==> src/lpc_pkg.sv <==
// Shared types and constants of the lane profile checker.
// No dependencies; compiled first.
package lpc_pkg;

    localparam int PIXEL_W    = 8;
    localparam int TENTHS_W   = 4;
    localparam int CFG_IDX_W  = 3;
    localparam int CFG_DATA_W = 8;
    localparam int WIN_LEN    = 5;

    // Colour code of one pixel / one run.
    typedef enum logic [1:0] {
        CODE_UNKNOWN = 2'd0,
        CODE_BLACK   = 2'd1,
        CODE_WHITE   = 2'd2,
        CODE_RED     = 2'd3
    } t_code;

    // Lane shape, oldest entry first. White marks the don't-care entry.
    localparam t_code LANE_SHAPE [WIN_LEN] = '{
        CODE_BLACK, CODE_RED, CODE_WHITE, CODE_RED, CODE_BLACK
    };
    localparam t_code SHAPE_ANY = CODE_WHITE;

    typedef logic [2:0] t_run_cnt;
    localparam t_run_cnt RUN_FULL = 3'(WIN_LEN);

    typedef enum logic [CFG_IDX_W-1:0] {
        CFG_BLACK_LEVEL  = 3'd0,
        CFG_WHITE_LEVEL  = 3'd1,
        CFG_RED_LEVEL    = 3'd2,
        CFG_MAX_MAL_TEN  = 3'd3,
        CFG_MIN_CLR_TEN  = 3'd4
    } t_cfg_idx;

    typedef enum logic [1:0] {
        LV_CLEAR      = 2'd0,
        LV_OBSTRUCTED = 2'd1,
        LV_MALFORMED  = 2'd2
    } t_line_verdict;

    typedef enum logic [1:0] {
        FV_CLEAR      = 2'd0,
        FV_OBSTRUCTED = 2'd1,
        FV_NOT_EST    = 2'd2
    } t_frame_verdict;

    // Line event handed from the window stage to the tally stage.
    typedef struct packed {
        t_line_verdict lv;
        logic          fend;
    } t_line_ev;

endpackage

==> src/lpc_tally.sv <==
// Saturating line tally with frame clear.
// Depends on lpc_pkg (header import only).
module lpc_tally import lpc_pkg::*; #(
    parameter  int MAX_COUNT = 1023,
    localparam int W         = $clog2(MAX_COUNT + 1)
) (
    input  logic         i_clk,
    input  logic         i_rst_n,
    input  logic         i_bump,
    input  logic         i_clear,
    output logic [W-1:0] o_next
);
    logic [W-1:0] r_count;

    // value after this cycle's bump, before any clear
    assign o_next = (i_bump && (r_count < W'(MAX_COUNT))) ? r_count + 1'b1 : r_count;

    always_ff @(posedge i_clk) begin
        if (!i_rst_n) begin
            r_count <= '0;
        end else if (i_clear) begin
            r_count <= '0;
        end else begin
            r_count <= o_next;
        end
    end
endmodule

==> config.mk <==
export PLATFORM = sky130hd
export DESIGN_NAME = lpc_tally
export DESIGN_NICKNAME = d
export VERILOG_FILES = /design/src/lpc_pkg.sv /design/src/lpc_tally.sv
export SDC_FILE = /design/constraint.sdc
export NUM_CORES = 1
export LEC_CHECK = 0
export ABC_AREA = 1
export BUFFER_PORTS_ARGS = -buffer_cell sky130_fd_sc_hd__buf_2
export CORE_ASPECT_RATIO = 1.2
export CORE_MARGIN = 2
export CORE_UTILIZATION = 40
export DETAILED_ROUTE_END_ITERATION = 10
export SLEW_MARGIN = 10
export SYNTH_ARGS = -nofsm -noshare
export SYNTH_HDL_FRONTEND = slang
export SYNTH_SLANG_ARGS = --single-unit
==> constraint.sdc <==
create_clock -name i_clk -period 2.3 [get_ports i_clk]
set_input_delay 0.46 -clock i_clk [delete_from_list [all_inputs] [get_ports i_clk]]
set_output_delay 0.46 -clock i_clk [all_outputs]
set_load 0.01 [all_outputs]
==> results.rst, run 1 <==
.. list-table::
   :header-rows: 1

   * - Metric
     - Value
   * - Run status
     - complete, no violations
   * - Post CTS Setup Buffer Count
     - 0
   * - Met3 wire length
     - 50 µm
   * - Site Rows
     - 17
   * - Endpoint, Worst Hold
     - r_count[9]
   * - Startpoint of the most critical setup path
     - r_count[0]
   * - Total of warnings raised by yosys
     - 0
   * - Synthesized instance count
     - 116
   * - Synth-to-Final Area Change
     - 14.7%
   * - Biggest regs
     - r_count x10
   * - Antenna violations before repair
     - 0
   * - Worst VDD drop
     - 0.000213 V
   * - Max FFs per register
     - 10
   * - Fraction of power consumed by combinational cells
     - 7.3%
   * - Final setup violation count
     - 0
   * - GRT Residual Overflow
     - 0
   * - Clock latency reported for the late side of the worst-skew pair
     - 0.27 ns
   * - Post-route ant nets
     - 0
   * - Post-route fraction of the period consumed by the critical path
     - 93.8%
   * - Clock sink count
     - 10
   * - Time the final worst path needs with I/O delays and setup
     - 2.16 ns
   * - Sequential cell fraction of total power
     - 54.3%
   * - Via total after detailed routing
     - 680
   * - Via count of the first global-routing pass
     - 624
   * - Length of routed wiring on met1
     - 622 µm
   * - Register area share after synthesis
     - 26.8%
   * - Count of antenna diodes in the layout
     - 0
   * - Share of cells above drive strength 1
     - 35.6%
   * - Data arrival, critical path
     - 1.70 ns
   * - Number of I/O port buffers
     - 13
   * - Maximum number of pins on one net before global-route repair
     - 16
   * - Fraction of power consumed by the clock network
     - 38.4%
   * - Leakage power total
     - 0.483 nW
   * - Post-layout nets
     - 139
   * - Hold buffer count at cts
     - 0
   * - Hold Path Class
     - flop to flop
   * - Root Driver
     - clkbuf_4
   * - Post-DR wirelength/cell
     - 8.75 µm
   * - Number of cells on the worst reg-to-reg path
     - 7
   * - Max cap viols
     - 0
   * - First-pass GRT wire length
     - 2350 µm
   * - H-tree Lvls
     - 1
   * - Final RePlAce weighted congestion
     - 0.726
   * - Flip-flop and latch count after synthesis
     - 10
   * - Timing-limited maximum frequency
     - 464 MHz
   * - Cell-internal power
     - 0.000245 W
   * - Cells on Worst Hold Path
     - 4
   * - TritonCTS Buffers
     - 3
   * - Total Routing Usage GR
     - 14.2%
   * - DRC viols
     - 0
   * - Launching element type of the critical path
     - flop
   * - Total negative slack
     - 0 ns
   * - R2R Setup Slk
     - 0.91 ns
   * - Maximum clock insertion buffer count
     - 2
   * - Max-slew headroom at the worst pin
     - 72.3%
   * - Nature of the critical path endpoint
     - output port
   * - Post-layout instance count excluding filler cells
     - 151
   * - Placed wire-length estimate
     - 1020 µm
   * - Source of the worst hold timing path
     - r_count[9]
   * - Avg Inst Size Synth
     - 6.44 µm²
   * - Cell count after placement
     - 147
   * - Clock tree from TritonCTS
     - done
   * - Area of the core
     - 1810 µm²
   * - Initial cell density of the core
     - 41.3%
   * - Die ar.
     - 2230 µm²
   * - Register containing the most flip-flops in the final layout
     - r_count
   * - Worst clock skew on the final layout
     - 0.00271 ns
   * - Top Metal Used
     - met4
   * - Vertical extent of the die
     - 51.3 µm
   * - Data required, critical path
     - 1.84 ns
   * - I/O Pins
     - 14
   * - Total of cells resized after clock tree synthesis
     - 0
   * - Final Max Slew Viols
     - 0
   * - Number of design-rule violations left by the first detailed-router iteration
     - 8
   * - Clock transition at the registers of the reported paths
     - 0.07 ns
   * - Transition at the pin with the smallest max-transition slack
     - 0.415 ns
   * - Drt pass-1 iters
     - 3
   * - Mean number of vias per cell
     - 4.50
   * - CP Max Fanout
     - 7
   * - Amount of wire on met2 after detailed routing
     - 612 µm
   * - Post-Syn Area
     - 747 µm²
   * - Classification of the worst setup path
     - flop to output port
   * - Post-Route WL
     - 1320 µm
   * - Switching share of power
     - 24.6%
   * - FF-to-FF Start
     - r_count[0]
   * - Reg2reg end
     - r_count[7]
   * - Total count of hold-check failures in the final report
     - 0
   * - Power dissipated by switching net loads
     - 0.0000800 W
   * - Fill cell instance count of the final layout
     - 194
   * - Ratio of total power to cell area
     - 379 nW/µm²
   * - Total nets after synthesis
     - 121
   * - Number of distinct library cells after synthesis
     - 17
   * - DIE WIDTH
     - 43.5 µm
   * - Setup repair after global routing missed its margin
     - false
cells in the mapped netlist:
master	number	area, µm²
nand2_1	30	113
nand4_1	1	6.26
nor2_4	3	33.8
clkinv_2	1	5.00
ha_1	1	12.5
buf_6	1	11.3
nand3_2	7	70.1
nor2_2	4	25.0
inv_2	2	7.51
nand2_2	11	68.8
nand3_1	2	10.0
nand3_4	1	17.5
dfxtp_1	10	200
nand3b_2	1	11.3
inv_1	28	105
a21oi_1	1	5.00
nor2_1	12	45.0
layout by cell type, fill, tap and decap left out, drive strengths merged, types with 3 or more instances in the layout:
master,Yosys,layout
nand2,41,41
inv,30,30
nor2,19,19
buf,1,13
nand3,10,11
dfxtp,10,10
clkbuf,0,3
cell families (layout without fill, tap and decap cells):
family	Yosys count	count (layout)	share of synthesized area, %
adder cells (fa/ha/maj)	1	1	1.67
AO/OA/AOI/OAI	1	1	0.669
AND/OR/NAND/NOR	72	73	53.6
buffers and inverters	32	47	17.3
flip-flops	10	10	26.8
critical path, stage by stage, from the launching register on:
cell     delay [ns]
dfxtp_1        0.38
ha_1           0.22
nand2_2        0.08
nor2_4         0.14
nand3_2        0.23
nand3_2        0.15
nand2_2        0.07
inv_1          0.04
buf_2          0.11
worst max path at each step:
stage           endpoint  slack, ns  cells after the start
2_1_floorplan  o_next[1]       0.63                      8
3_3_place_gp   o_next[1]       0.46                      9
3_5_place_dp   o_next[1]       0.40                      9
4_1_cts        o_next[1]       0.09                      9
5_1_grt        o_next[5]      0.008                      8
6_report       o_next[7]       0.14                      8
layout make-up:
cell class | instances | area (µm²) | share of cell area [%]
Multi-Input combinational cell | 75 | 428 | 49.9
Clock buffer | 3 | 22.5 | 2.63
Tap cell | 19 | 23.8 | 2.77
Sequential cell | 10 | 200 | 23.4
Inverter | 31 | 118 | 13.7
Timing Repair Buffer | 13 | 65.1 | 7.59
power by group through the flow:
stage	Combinational (W)	Clock (W)	Sequential [W]
6_report	0.0000236	0.000125	0.000176
5_1_grt	0.0000270	0.000133	0.000176
4_1_cts	0.0000244	0.000131	0.000176
3_5_place_dp	0.0000243	0	0.000180
3_3_place_gp	0.0000236	0	0.000180
2_1_floorplan	0.0000147	0	0.000180
per-layer routing:
metal,vias to the layer above,track usage (%)
met4,0,10.6
li1,370,-
met3,4,2.12
met2,11,24.1
met5,-,0
met1,295,15.5
stage by stage:
stage	setup WS (ns)	util (%)	instance area (µm²)	hold WS, ns	total power [W]
after floorplan	0.634	-	747	0.519	0.000195
after global placement	0.457	45.6	825	0.540	0.000204
after detailed placement	0.401	45.6	825	0.553	0.000205
after CTS	0.0931	46.9	847	0.556	0.000332
after global routing	0.00756	47.4	857	0.594	0.000337
final	0.144	47.4	857	0.559	0.000325
(Power assumes the default switching activity.)
==> run 2, diff against run 1 <==
--- a/config.mk
+++ b/config.mk
@@ -9,7 +9,7 @@
 export BUFFER_PORTS_ARGS = -buffer_cell sky130_fd_sc_hd__buf_2
 export CORE_ASPECT_RATIO = 1.2
 export CORE_MARGIN = 2
-export CORE_UTILIZATION = 40
+export CORE_UTILIZATION = 25
 export DETAILED_ROUTE_END_ITERATION = 10
 export SLEW_MARGIN = 10
 export SYNTH_ARGS = -nofsm -noshare
==> run 2 against run 1 <==
Critical endpoint unchanged. Critical path depth is the same. Clock-buffer cell count did not move. Via count is 1.3% lower. Clock skew hardly changed. Register-to-register slack worse by 0.02 ns. Core utilization is 16 points lower. Largest cell class unchanged.
==> results.rst, run 2 (synthesis results as in run 1) <==
.. list-table::
   :header-rows: 1

   * - Metric
     - Value
   * - Post-route ant nets
     - 0 (unchanged)
   * - Clock tree from TritonCTS
     - done (unchanged)
   * - Max-slew headroom at the worst pin
     - 72.1% (was 72.3%)
   * - Most common cell after layout, fill and taps aside
     - nand2_1 (unchanged)
   * - Vertical extent of the die
     - 63.9 µm (was 51.3 µm)
   * - Time the final worst path needs with I/O delays and setup
     - 2.17 ns (was 2.16 ns)
   * - Met2 demand-to-capacity share in global routing
     - 16.5% (was 24.1%)
   * - Post-Route WL
     - 1400 µm (was 1320 µm)
   * - Setup repair after global routing missed its margin
     - false (unchanged)
   * - Final Max Slew Viols
     - 0 (unchanged)
   * - Area of the core
     - 2810 µm² (was 1810 µm²)
   * - H-tree Lvls
     - 1 (unchanged)
   * - Run status
     - complete, no violations (unchanged)
   * - Final RePlAce weighted congestion
     - 0.877 (was 0.726)
   * - Data arrival, critical path
     - 1.71 ns (was 1.70 ns)
   * - Mean number of vias per cell
     - 4.04 (was 4.50)
   * - Worst clock skew on the final layout
     - 0.00236 ns (was 0.00271 ns)
   * - Drt pass-1 iters
     - 4 (was 3)
   * - Count of antenna diodes in the layout
     - 0 (unchanged)
   * - Cell-internal power
     - 0.000244 W (was 0.000245 W)
   * - Commonest cells after routing, fill and taps aside
     - nand2_1, inv_1, buf_2 (unchanged)
   * - Total of cells resized after clock tree synthesis
     - 0 (unchanged)
   * - Total Routing Usage GR
     - 10.0% (was 14.2%)
   * - CP Max Fanout
     - 7 (unchanged)
   * - Site Rows
     - 21 (was 17)
   * - Data required, critical path
     - 1.84 ns (about the same)
   * - Fraction of power consumed by the clock network
     - 37.2% (was 38.4%)
   * - Post-layout instance count excluding filler cells
     - 166 (was 151)
   * - Transition at the pin with the smallest max-transition slack
     - 0.418 ns (was 0.415 ns)
   * - Max cap viols
     - 0 (unchanged)
   * - Total count of hold-check failures in the final report
     - 0 (unchanged)
   * - Placed wire-length estimate
     - 1100 µm (was 1020 µm)
   * - Max FFs per register
     - 10 (unchanged)
   * - Met3 usage
     - 0.701% (was 2.12%)
   * - Antenna violations before repair
     - 0 (unchanged)
   * - Cell count after placement
     - 162 (was 147)
   * - Fraction of power consumed by combinational cells
     - 7.6% (was 7.3%)
   * - Timing-limited maximum frequency
     - 461 MHz (was 464 MHz)
   * - Switching share of power
     - 23.4% (was 24.6%)
   * - Post-Layout Inst Area
     - 876 µm² (was 857 µm²)
   * - Total negative slack
     - 0 ns (unchanged)
   * - Clock transition at the registers of the reported paths
     - 0.06 ns (was 0.07 ns)
   * - DIE WIDTH
     - 53.9 µm (was 43.5 µm)
   * - Worst VDD drop
     - 0.000203 V (was 0.000213 V)
   * - Via count of the first global-routing pass
     - 681 (was 624)
   * - Nature of the critical path endpoint
     - output port (unchanged)
   * - Power dissipated by switching net loads
     - 0.0000747 W (was 0.0000800 W)
   * - Post-layout nets
     - 139 (unchanged)
   * - Maximum number of pins on one net before global-route repair
     - 16 (unchanged)
   * - Initial cell density of the core
     - 26.6% (was 41.3%)
   * - Sequential cell fraction of total power
     - 55.2% (was 54.3%)
   * - Number of design-rule violations left by the first detailed-router iteration
     - 12 (was 8)
   * - Synth-to-Final Area Change
     - 17.3% (was 14.7%)
   * - Register containing the most flip-flops in the final layout
     - r_count (unchanged)
   * - Worst-case setup margin in the final layout
     - 0.129 ns (was 0.144 ns)
   * - Clock sink count
     - 10 (unchanged)
   * - Number of I/O port buffers
     - 13 (unchanged)
   * - Classification of the worst setup path
     - flop to output port (unchanged)
   * - Root Driver
     - clkbuf_4 (unchanged)
   * - Post-DR wirelength/cell
     - 8.46 µm (was 8.75 µm)
   * - DRC viols
     - 0 (unchanged)
   * - Setup slack after placement
     - 0.402 ns (was 0.401 ns)
   * - TritonCTS Buffers
     - 3 (unchanged)
   * - Global route hottest layer
     - met2 (unchanged)
   * - GRT Residual Overflow
     - 0 (unchanged)
   * - Share of cells above drive strength 1
     - 35.6% (unchanged)
   * - Final setup violation count
     - 0 (unchanged)
   * - First-pass GRT wire length
     - 2650 µm (was 2350 µm)
   * - Ratio of total power to cell area
     - 364 nW/µm² (was 379 nW/µm²)
   * - I/O Pins
     - 14 (unchanged)
   * - Post-route fraction of the period consumed by the critical path
     - 94.4% (was 93.8%)
   * - Leakage power total
     - 0.483 nW (unchanged)
   * - Maximum clock insertion buffer count
     - 2 (unchanged)
   * - Cell area reported after detailed placement
     - 843 µm² (was 825 µm²)
   * - Die ar.
     - 3440 µm² (was 2230 µm²)
   * - Clock latency reported for the late side of the worst-skew pair
     - 0.26 ns (was 0.27 ns)
   * - Biggest regs
     - r_count x10 (unchanged)
   * - Met1 Use GR
     - 12.0% (was 15.5%)
   * - Via total after detailed routing
     - 671 (was 680)
   * - Hold Path Class
     - flop to flop (unchanged)
   * - Launching element type of the critical path
     - flop (unchanged)
## run 2: cell counts in the layout (fill, tap and decap cells not counted)
No cell type changed its count.
## run 2: worst paths after layout
check | start | end | slack, ns | cells after the start
max | r_count[0] | o_next[7] | 0.13 | 8
min | r_count[1] | r_count[1] | 0.56 | 4
max reg2reg | r_count[0] | r_count[7] | 0.89 | 7
min reg2reg | r_count[1] | r_count[1] | 0.56 | 4
## run 2: stage by stage
step,utilization (%),hold slack [ns],total power (W)
after CTS,30.8,0.569,0.000326
after floorplan,-,0.519,0.000195
final,31.2,0.565,0.000319
after global placement,30.0,0.540,0.000204
after detailed placement,30.0,0.556,0.000204
after global routing,31.2,0.600,0.000337
## run 2: power groups by stage
stage	registers (W)	logic, W	clock network (W)
finish	0.000176	0.0000241	0.000119
global route	0.000176	0.0000275	0.000133
CTS	0.000176	0.0000245	0.000125
detailed placement	0.000180	0.0000241	0
global placement	0.000180	0.0000235	0
floorplan	0.000180	0.0000147	0
## run 2: area by class of cell
class	count	area [µm²]
fill	321	1940
tap	34	42.5
clock buffer	3	22.5
timing repair buffer	13	65.1
inverter	31	118
multi-input combinational	75	428
sequential	10	200
## run 2: repair_timing
action,CTS,global route
hold buffers,0,0
setup buffers,0,0
setup endpoints to repair,0,4
## run 2: routing by layer
layer / share of wire [%] / vias to the layer above
li1: - / 367
met2: 51 / 12
met3: 3.2 / 2
met5: 0 / -
met4: 1.5 / 0
met1: 45 / 290
## run 2: worst max-delay path, cell delays in order, from the launching register on
cell and delay (ns):
dfxtp_1 0.38, ha_1 0.23, nand2_2 0.08, nor2_4 0.14, nand3_2 0.23, nand3_2 0.15, nand2_2 0.07, inv_1 0.05
buf_2 0.11
==> run 3, diff against run 2 <==
--- a/config.mk
+++ b/config.mk
@@ -8,9 +8,9 @@
 export ABC_AREA = 1
 export BUFFER_PORTS_ARGS = -buffer_cell sky130_fd_sc_hd__buf_2
 export CORE_ASPECT_RATIO = 1.2
-export CORE_MARGIN = 2
 export CORE_UTILIZATION = 25
 export DETAILED_ROUTE_END_ITERATION = 10
+export RECOVER_POWER = 50
 export SLEW_MARGIN = 10
 export SYNTH_ARGS = -nofsm -noshare
 export SYNTH_HDL_FRONTEND = slang
==> run 3 against run 2 <==
Clock skew is 0.0015 ns lower. Worst setup slack better by 0.029 ns. Non-clock buffer count did not move. Critical path depth rose by 1. Largest cell class unchanged. Final cell count did not move. Via count unchanged. Sequential cell count stayed put. Routed wire length down 2.7%. Clock-buffer cell count stayed put. Combinational power decreased by 5%.
==> results.rst, run 3 (synthesis results as in run 1) <==
.. list-table::
   :header-rows: 1

   * - Metric
     - Value
   * - Post-DR wirelength/cell
     - 8.23 µm (was 8.46 µm)
   * - Final Max Slew Viols
     - 0 (unchanged)
   * - Met2 demand-to-capacity share in global routing
     - 15.6% (was 16.5%)
   * - Timing-limited maximum frequency
     - 467 MHz (was 461 MHz)
   * - Register containing the most flip-flops in the final layout
     - r_count (unchanged)
   * - Worst clock skew on the final layout
     - 0.000830 ns (was 0.00236 ns)
   * - DIE WIDTH
     - 51.9 µm (was 53.9 µm)
   * - Overall Power
     - 0.000316 W (was 0.000319 W)
   * - Commonest cells after routing, fill and taps aside
     - nand2_1, inv_1, nor2_1, buf_2, dfxtp_1 (was nand2_1, inv_1, buf_2)
   * - Post-layout nets
     - 139 (unchanged)
   * - Area of the core
     - 2810 µm² (unchanged)
   * - Number of cells on the worst reg-to-reg path
     - 8 (was 7)
   * - Total Routing Usage GR
     - 9.44% (was 10.0%)
   * - Setup repair after global routing missed its margin
     - false (unchanged)
   * - Root Driver
     - clkbuf_4 (unchanged)
   * - Post-route fraction of the period consumed by the critical path
     - 93.1% (was 94.4%)
   * - Clock tree from TritonCTS
     - done (unchanged)
   * - Reg2reg end
     - r_count[1] (was r_count[7])
   * - Launching element type of the critical path
     - flop (unchanged)
   * - Register Area
     - 200 µm² (unchanged)
   * - Post CTS Setup Buffer Count
     - 0 (unchanged)
   * - Max-slew headroom at the worst pin
     - 72.4% (was 72.1%)
   * - Clock sink count
     - 10 (unchanged)
   * - Data required, critical path
     - 1.84 ns (about the same)
   * - Global route hottest layer
     - met2 (unchanged)
   * - Biggest regs
     - r_count x10 (unchanged)
   * - GRT Residual Overflow
     - 0 (unchanged)
   * - Leakage power total
     - 0.481 nW (was 0.483 nW)
   * - Run status
     - complete, no violations (unchanged)
   * - Nature of the critical path endpoint
     - output port (unchanged)
   * - Mean number of vias per cell
     - 4.04 (unchanged)
   * - Max FFs per register
     - 10 (unchanged)
   * - Cells on Worst Hold Path
     - 3 (was 4)
   * - Synth-to-Final Area Change
     - 16.9% (was 17.3%)
   * - Transition at the pin with the smallest max-transition slack
     - 0.413 ns (was 0.418 ns)
   * - Fill cell instance count of the final layout
     - 328 (was 321)
   * - H-tree Lvls
     - 1 (unchanged)
   * - Startpoint of the most critical setup path
     - r_count[0] (unchanged)
   * - R2R Setup Slk
     - 0.89 ns (about the same)
   * - Post-route ant nets
     - 0 (unchanged)
   * - Multi-input logic area
     - 425 µm² (was 428 µm²)
   * - Most common cell after layout, fill and taps aside
     - nand2_1 (unchanged)
   * - Vertical extent of the die
     - 61.9 µm (was 63.9 µm)
   * - Data arrival, critical path
     - 1.68 ns (was 1.71 ns)
   * - Total count of hold-check failures in the final report
     - 0 (unchanged)
   * - Worst-case setup margin in the final layout
     - 0.158 ns (was 0.129 ns)
   * - Via total after detailed routing
     - 671 (unchanged)
   * - TritonCTS Buffers
     - 3 (unchanged)
   * - Final RePlAce weighted congestion
     - 0.855 (was 0.877)
   * - Setup slack after placement
     - 0.418 ns (was 0.402 ns)
   * - Drt pass-1 iters
     - 4 (unchanged)
   * - Met3 usage
     - 0.973% (was 0.701%)
   * - Post-Route WL
     - 1370 µm (was 1400 µm)
   * - Classification of the worst setup path
     - flop to output port (unchanged)
   * - Count of antenna diodes in the layout
     - 0 (unchanged)
   * - Share of cells above drive strength 1
     - 32.6% (was 35.6%)
   * - Die ar.
     - 3210 µm² (was 3440 µm²)
   * - CP Max Fanout
     - 8 (was 7)
   * - Ratio of total power to cell area
     - 362 nW/µm² (was 364 nW/µm²)
   * - Max cap viols
     - 0 (unchanged)
   * - Time the final worst path needs with I/O delays and setup
     - 2.14 ns (was 2.17 ns)
   * - Clock latency reported for the late side of the worst-skew pair
     - 0.26 ns (about the same)
   * - Initial cell density of the core
     - 26.6% (unchanged)
   * - Placed wire-length estimate
     - 1050 µm (was 1100 µm)
   * - Site Rows
     - 21 (unchanged)
   * - Hold Path Class
     - flop to flop (unchanged)
   * - DRC viols
     - 0 (unchanged)
   * - First-pass GRT wire length
     - 2240 µm (was 2650 µm)
   * - Clock transition at the registers of the reported paths
     - 0.06 ns (about the same)
   * - Worst setup path endpoint
     - o_next[1] (was o_next[7])
   * - Antenna violations before repair
     - 0 (unchanged)
   * - Total negative slack
     - 0 ns (unchanged)
   * - Met1 Use GR
     - 11.4% (was 12.0%)
   * - Final setup violation count
     - 0 (unchanged)
   * - Cell area reported after detailed placement
     - 843 µm² (unchanged)
   * - Maximum clock insertion buffer count
     - 2 (unchanged)
   * - FF-to-FF Start
     - r_count[0] (unchanged)
   * - Via count of the first global-routing pass
     - 552 (was 681)
   * - Post-Layout Inst Area
     - 873 µm² (was 876 µm²)
   * - Worst VDD drop
     - 0.000177 V (was 0.000203 V)
   * - Number of I/O port buffers
     - 13 (unchanged)
   * - I/O Pins
     - 14 (unchanged)
   * - Number of design-rule violations left by the first detailed-router iteration
     - 13 (was 12)
   * - Maximum number of pins on one net before global-route repair
     - 16 (unchanged)
run 3: worst max-delay path, cell delays in order (launching register included):
cell	delay [ns]
dfxtp_1	0.38
ha_1	0.22
nand2_1	0.10
nor2_4	0.18
nand3_4	0.14
nand2_1	0.11
nand2_1	0.05
nand2_1	0.08
inv_1	0.04
buf_2	0.13
run 3: layer usage:
layer	vias to the layer above	routed length, µm
met2	8	659
met4	0	17
met5	-	0
li1	370	-
met1	291	655
met3	2	34
run 3: layout make-up:
| cell class | count | area share (%) |
|---|---|---|
| well taps | 34 | 4.87 |
| multi-input cells | 75 | 48.7 |
| repair buffers | 13 | 7.45 |
| inverters | 31 | 13.5 |
| clock buffers | 3 | 2.58 |
| flip-flops and latches | 10 | 22.9 |
run 3: worst min path at each step:
stage,to,start
2_1_floorplan,r_count[3],r_count[3]
3_3_place_gp,r_count[3],r_count[3]
3_5_place_dp,r_count[1],r_count[1]
4_1_cts,r_count[1],r_count[1]
5_1_grt,r_count[3],r_count[3]
6_report,r_count[3],r_count[3]
run 3: power breakdown:
group / switching, W / total (W) / internal (W)
combinational: 0.0000139 / 0.0000230 / 0.00000910
sequential: 0.00000150 / 0.000176 / 0.000175
clock: 0.0000567 / 0.000117 / 0.0000604
total: 0.0000721 / 0.000316 / 0.000244
run 3: what timing repair did:
action	4_1_cts	5_1_grt
hold buffers	0	0
gates resized for setup	0	1
setup endpoints to repair	0	4
hold endpoints to repair	0	0
run 3: through the flow:
stage | hold slack (ns) | util (%) | cells
2_1_floorplan | 0.519 | - | 116
3_3_place_gp | 0.540 | 30.0 | 162
3_5_place_dp | 0.551 | 30.0 | 162
4_1_cts | 0.563 | 30.8 | 165
5_1_grt | 0.610 | 31.1 | 166
6_report | 0.557 | 31.1 | 166
